==> config.mk <==
export PLATFORM = sky130hd
export DESIGN_NAME = rc_rise_button_scanner
export DESIGN_NICKNAME = d
export VERILOG_FILES = /design/src/sv/rcrbs_pkg.sv /design/src/sv/rc_rise_button_scanner.sv /design/src/sv/rcrbs_scan.sv
export SDC_FILE = /design/constraint.sdc
export NUM_CORES = 1
export LEC_CHECK = 0
export BUFFER_PORTS_ARGS = -buffer_cell sky130_fd_sc_hd__buf_4
export CAP_MARGIN = 10
export CORE_MARGIN = 5
export CORE_UTILIZATION = 30
export DETAILED_ROUTE_END_ITERATION = 12
export PLACE_DENSITY = 0.59
export SETUP_SLACK_MARGIN = 0.1
export SYNTH_ARGS = -nofsm -noshare
export SYNTH_HDL_FRONTEND = slang
export SYNTH_HIERARCHICAL = 1
export SYNTH_SLANG_ARGS = --single-unit
==> constraint.sdc <==
create_clock -name clk -period 4.1 [get_ports clk]
set_clock_uncertainty 0.1 [all_clocks]
set_input_delay 0 -clock clk [delete_from_list [all_inputs] [get_ports clk]]
set_output_delay 0 -clock clk [all_outputs]
set_load 0.02 [all_outputs]
==> src/sv/rcrbs_pkg.sv <==
// ----------------------------------------------------------------------------
// rcrbs_pkg
// Shared types and constants for the RC rise-time button scanner.
// ----------------------------------------------------------------------------
package rcrbs_pkg;

    localparam int unsigned MASK_BITS  = 3;
    localparam int unsigned COUNT_W    = 8;
    localparam int unsigned CFG_IDX_W  = 1;
    localparam int unsigned CFG_DATA_W = 8;

    localparam logic [COUNT_W-1:0] COUNT_MAX     = 8'd255;
    localparam logic [COUNT_W-1:0] THRESH_RESET  = 8'd120;
    localparam logic [COUNT_W-1:0] SAMPLES_RESET = 8'd255;

    localparam logic [CFG_IDX_W-1:0] REG_RISE_THRESHOLD   = 1'd0;
    localparam logic [CFG_IDX_W-1:0] REG_SAMPLES_PER_SCAN = 1'd1;

    typedef struct packed {
        logic                 drive_high;
        logic                 report_valid;
        logic [MASK_BITS-1:0] report_mask;
    } res_t;

    function automatic logic [1:0] popcount3(input logic [MASK_BITS-1:0] m);
        popcount3 = {1'b0, m[0]} + {1'b0, m[1]} + {1'b0, m[2]};
    endfunction

endpackage

==> src/sv/rc_rise_button_scanner.sv <==
// ----------------------------------------------------------------------------
// rc_rise_button_scanner
// RC rise-time button scanner: one tick request in, one result request out.
//
//   channel | handshake            | payload
//   --------+----------------------+------------------------------------------
//   in      | in_valid / in_ready  | pin_levels
//   out     | out_valid / out_ready| drive_high, report_valid, report_mask
//   cfg     | cfg_valid / cfg_ready| cfg_index, cfg_data
//
// One request per cycle while in_ready is high; input then result register.
// Tick logic is a single pass of counter increment, compare and popcount.
// in_ready drops only while both the input and result registers are full and
// out_ready is low. cfg_ready is always high.
// Reset: threshold 120, samples per scan 255, scan state and valids cleared.
// ----------------------------------------------------------------------------
module rc_rise_button_scanner
    import rcrbs_pkg::*;
#(
    parameter int unsigned BUTTONS = 3
)
(
    input  logic                  clk,
    input  logic                  rst_n,
    input  logic                  in_valid,
    output logic                  in_ready,
    input  logic [MASK_BITS-1:0]  pin_levels,
    output logic                  out_valid,
    input  logic                  out_ready,
    output logic                  drive_high,
    output logic                  report_valid,
    output logic [MASK_BITS-1:0]  report_mask,
    input  logic                  cfg_valid,
    output logic                  cfg_ready,
    input  logic [CFG_IDX_W-1:0]  cfg_index,
    input  logic [CFG_DATA_W-1:0] cfg_data
);

    logic                 in_vld_reg;
    logic                 in_vld_next;
    logic [MASK_BITS-1:0] pins_reg;
    logic                 out_vld_reg;
    logic                 out_vld_next;
    res_t                 res_reg;
    res_t                 res_now;
    logic [COUNT_W-1:0]   thresh_reg;
    logic [COUNT_W-1:0]   samples_reg;
    logic                 advance;
    logic                 in_fire;

    assign advance   = in_vld_reg && (!out_vld_reg || out_ready);
    assign in_ready  = !in_vld_reg || advance;
    assign in_fire   = in_valid && in_ready;
    assign cfg_ready = 1'b1;

    always_comb
    begin
        in_vld_next = in_vld_reg;
        if (in_fire)
        begin
            in_vld_next = 1'b1;
        end
        else if (advance)
        begin
            in_vld_next = 1'b0;
        end
    end

    always_comb
    begin
        out_vld_next = out_vld_reg;
        if (advance)
        begin
            out_vld_next = 1'b1;
        end
        else if (out_ready)
        begin
            out_vld_next = 1'b0;
        end
    end

    rcrbs_scan #(
        .BUTTONS (BUTTONS)
    ) u_scan (
        .clk       (clk),
        .rst_n     (rst_n),
        .step      (advance),
        .pins      (pins_reg),
        .threshold (thresh_reg),
        .samples   (samples_reg),
        .result    (res_now)
    );

    always_ff @(posedge clk or negedge rst_n)
    begin
        if (!rst_n)
        begin
            in_vld_reg  <= 1'b0;
            out_vld_reg <= 1'b0;
            thresh_reg  <= THRESH_RESET;
            samples_reg <= SAMPLES_RESET;
        end
        else
        begin
            in_vld_reg  <= in_vld_next;
            out_vld_reg <= out_vld_next;
            if (cfg_valid && cfg_ready)
            begin
                case (cfg_index)
                    REG_RISE_THRESHOLD:   thresh_reg  <= cfg_data;
                    REG_SAMPLES_PER_SCAN: samples_reg <= cfg_data;
                    default: ;
                endcase
            end
        end
    end

    always_ff @(posedge clk)
    begin
        if (in_fire)
        begin
            pins_reg <= pin_levels;
        end
        if (advance)
        begin
            res_reg <= res_now;
        end
    end

    assign out_valid    = out_vld_reg;
    assign drive_high   = res_reg.drive_high;
    assign report_valid = res_reg.report_valid;
    assign report_mask  = res_reg.report_mask;

endmodule

==> src/sv/rcrbs_scan.sv <==
// ----------------------------------------------------------------------------
// rcrbs_scan
// Scan state (tick index, slow-rise counters, last mask, report block) and
// the single-pass tick logic that produces one result per request.
// ----------------------------------------------------------------------------
module rcrbs_scan
    import rcrbs_pkg::*;
#(
    parameter int unsigned BUTTONS = 3
)
(
    input  logic                 clk,
    input  logic                 rst_n,
    input  logic                 step,
    input  logic [MASK_BITS-1:0] pins,
    input  logic [COUNT_W-1:0]   threshold,
    input  logic [COUNT_W-1:0]   samples,
    output res_t                 result
);

    logic [COUNT_W-1:0]   tick_reg;
    logic [COUNT_W-1:0]   tick_next;
    logic [COUNT_W-1:0]   cnt_reg  [BUTTONS];
    logic [COUNT_W-1:0]   cnt_next [BUTTONS];
    logic [COUNT_W-1:0]   cnt_inc  [BUTTONS];
    logic [MASK_BITS-1:0] last_mask_reg;
    logic [MASK_BITS-1:0] last_mask_next;
    logic                 blocked_reg;
    logic                 blocked_next;

    logic                 first_tick;
    logic [COUNT_W-1:0]   tick_inc;
    logic                 scan_end;
    logic [MASK_BITS-1:0] mask;
    logic                 fewer;

    assign first_tick = (tick_reg == '0);
    assign tick_inc   = (tick_reg != COUNT_MAX) ? tick_reg + 1'b1 : tick_reg;
    assign scan_end   = !first_tick && (tick_inc >= samples);

    for (genvar i = 0; i < BUTTONS; i++) begin : g_btn
        logic pin_high;
        if (i < MASK_BITS) begin : g_pin
            assign pin_high = pins[i];
        end
        else begin : g_nopin
            assign pin_high = 1'b0;
        end
        assign cnt_inc[i] = (!pin_high && cnt_reg[i] != COUNT_MAX)
                            ? cnt_reg[i] + 1'b1 : cnt_reg[i];
        assign cnt_next[i] = (first_tick || scan_end) ? '0 : cnt_inc[i];
    end

    for (genvar i = 0; i < MASK_BITS; i++) begin : g_mask
        if (i < BUTTONS) begin : g_on
            assign mask[i] = (cnt_inc[i] > threshold);
        end
        else begin : g_off
            assign mask[i] = 1'b0;
        end
    end

    assign fewer = (popcount3(mask) < popcount3(last_mask_reg));

    always_comb
    begin
        tick_next           = tick_reg;
        last_mask_next      = last_mask_reg;
        blocked_next        = blocked_reg;
        result.drive_high   = 1'b1;
        result.report_valid = 1'b0;
        result.report_mask  = '0;
        if (first_tick)
        begin
            tick_next = 8'd1;
        end
        else if (scan_end)
        begin
            tick_next         = '0;
            last_mask_next    = mask;
            result.drive_high = 1'b0;
            if (fewer)
            begin
                if (!blocked_reg)
                begin
                    result.report_valid = 1'b1;
                    result.report_mask  = mask;
                    blocked_next        = 1'b1;
                end
                if (mask == '0)
                begin
                    blocked_next = 1'b0;
                end
            end
        end
        else
        begin
            tick_next = tick_inc;
        end
    end

    always_ff @(posedge clk or negedge rst_n)
    begin
        if (!rst_n)
        begin
            tick_reg      <= '0;
            last_mask_reg <= '0;
            blocked_reg   <= 1'b0;
            for (int i = 0; i < BUTTONS; i++)
            begin
                cnt_reg[i] <= '0;
            end
        end
        else if (step)
        begin
            tick_reg      <= tick_next;
            last_mask_reg <= last_mask_next;
            blocked_reg   <= blocked_next;
            for (int i = 0; i < BUTTONS; i++)
            begin
                cnt_reg[i] <= cnt_next[i];
            end
        end
    end

endmodule

==> run metrics <==
nets@finish=508; drt first pass iters=4; Slew headroom=approximately 47%; Max Fclk=~250 MHz; Net Count, Synth=441; post-DR vias/cell=~5.0; Die Ht=125 um; initial antenna violation count=0; Chip Width=approximately 130 um; Slew @ Worst Pin=a little under 0.8 ns; synthesized area=between 3000 and 4000 um2; crit start category=flop; Clk Tree Root Cell=clkbuf_16; Area Growth Syn to Fin=27.9%; DRC=0; YS warnings=6; maximum vdd drop=between 0.15 and 0.2 mV; CP Max Fanout=4; RSZ-0062 raised after global routing=no; Gate Count Post-Synth=between 300 and 400; worst hold margin=roughly 0.037 ns; final slew viol count=0; Post-synth ARST share=between 80% and 90%; Primary FF master, synth=dfrtp_1; Power Dens Cells=roughly 500 nW/um2; Hold Path Class=in2reg; Avg WL per Cell=around 15 um; Final Cycle Share=between 90% and 100%; DR iter-0 viols=~190; number of synthesized register bits=62; worst path required time=4.19 ns; final setup fails=0; first-pass GRT wire length=15100 um; cell count of the worst reg-to-reg path=16; final hold vios=0; busiest layer in global routing=met2; max reg flops=24; Top Ports=25; number of buffers created by CTS=9; post-layout min period=between 3 and 4 ns; number of H-tree levels=3; top cells by area, synth=dfrtp_1 26%, ha_1 12%, dfstp_2 7.9%; maxcap violations=0; Lkg Pwr=roughly 2.3 nW; met3 Use GR=under 10%; DPL Wire Length=around 6600 um; # diodes=0; post-synthesis sequential area ratio=40.4%; Post-synth EDFFs=8; grt met1 use=roughly 15%; CP Capture Type=flop; # port buffers=23; FF-to-FF End=report_mask[1]; Yosys top cell by area=dfrtp_1; Skew-Pair Late Insertion Delay=between 0.3 and 0.4 ns; FF-to-FF Start=u_scan/cnt_reg[22]; Final Core Density=roughly two fifths; # clock sinks=62; Die ar.=~16000 um2; synth unique cells=between 50 and 60; CP Capture Point=report_mask[1]; grt met2 use=between 20% and 30%; Initial Util=between 30% and 40%; CP Class=reg2reg; num rows=42; top-count cell post-synth=dfrtp_1; Routed WL=9520 um; largest net degree at the start of global routing=55; setup total negative slack=0 ns; layout cells sized above 1=between 20 and 30%; CTS tree=yes; Synth top area share=a little over a quarter; status=completed; vias in the first global route=about 3000; core area=between 10000 and 15000 um2; GRT overflow=0; RePlAce Congestion=~0.8; Worst EP arrival=between 4 and 5 ns; via count=approximately 3200; Mapped Avg Cell Area=10.4 um2; total track usage=about an eighth; DRT antenna net count=0; r2r setup slk=roughly 0.12 ns; CP Launch Point=u_scan/cnt_reg[22]; clock transition at the registers of the reported paths=roughly 0.06 ns; Max clock buf depth=2; top cells by count, synth=42 x dfrtp_1, 38 x ha_1, 25 x inv_1
stage by stage:
stage          area (um2)  total power, mW  std cells  setup WS [ns]
3_3_place_gp         4410             1.57        586          0.188
2_1_floorplan        3980             1.39        384          0.135
6_report             5090             2.53        632          0.122
5_1_grt              5090             2.69        632         0.0157
3_5_place_dp         4410             1.60        586         0.0906
4_1_cts              4890             2.47        617          0.106
worst min path at each step:
stage,startpoint,to,depth (start not counted)
after floorplan,rst_n,in_vld_reg,0
after global placement,rst_n,u_scan/cnt_reg[12],1
after detailed placement,rst_n,u_scan/cnt_reg[12],1
after CTS,cfg_valid,thresh_reg[4],3
after global routing,cfg_valid,thresh_reg[2],3
final,cfg_valid,thresh_reg[4],3
worst max-delay path, cell delays in order, from the launching register on:
cell,delay (ns)
dfrtp_1,0.40
and4_1,0.22
and2_1,0.18
a31oi_2,0.23
mux2_4,0.34
ha_1,0.30
nor2b_2,0.15
o211ai_1,0.09
a21oi_1,0.15
o31ai_1,0.08
buf_4,0.16
fa_1,0.41
inv_1,0.06
ha_1,0.24
a21oi_2,0.17
or3b_4,0.43
nor2_1,0.12
metal layers:
layer / wire, um / part of all wire (%)
met5: 0 / 0
met4: 129 / 1.4
met2: 5020 / 53
met3: 207 / 2.2
met1: 4160 / 44
repair_timing:
action / in CTS / in global routing
pin swaps: 1 / 12
resized for setup: 2 / 22
hold buffers: 15 / 0
endpoints found under the setup margin: 3 / 4
buffers inserted: 0 / 15
gates cloned: 0 / 0
hold endpoints to repair: 66 / 0
power by group:
group / leakage, nW / internal, mW / total, mW / switching [mW]
registers: 0.754 / 0.747 / 0.853 / 0.106
logic: 1.43 / 0.402 / 0.844 / 0.442
clock network: 0.153 / 0.536 / 0.829 / 0.293
cell type report:
class	count	area, um2
well taps	176	220
inverters	25	93.8
flip-flops and latches	62	1610
fillers	1298	8050
repair buffers	69	559
clock buffers	10	229
multi-input cells	284	2280
clock inverters	6	93.8
cell families after synthesis:
kind of cell    share of synthesized area (%)
flops                                    40.4
mux                                      6.67
simple gates                             16.1
buf+inv                                  4.40
fa+ha+maj                                13.0
other cells                            0.0943
compound gates                           15.6
xor+xnor                                 3.74
cell usage in the layout, fill, tap and decap left out, types with 8 or more instances in the layout:
cell / synthesis / layout
clkbuf_16: 0 / 9
edfxtp_1: 8 / 8
nor2b_1: 10 / 9
inv_1: 25 / 25
mux2_4: 8 / 9
mux2_2: 12 / 11
and3_1: 10 / 9
nand2_1: 12 / 12
xnor2_1: 12 / 12
dlygate4sd3_1: 0 / 15
dfrtp_1: 42 / 40
nand3_1: 18 / 15
ha_1: 38 / 36
a21oi_1: 23 / 20
o21ai_0: 12 / 12
a31oi_1: 13 / 12
nand4_1: 11 / 11
buf_4: 3 / 53
nor2_1: 19 / 16
nand2b_1: 8 / 8
a22o_1: 16 / 16
dfstp_2: 12 / 12
Note: power is estimated with default switching activity, not from simulation.
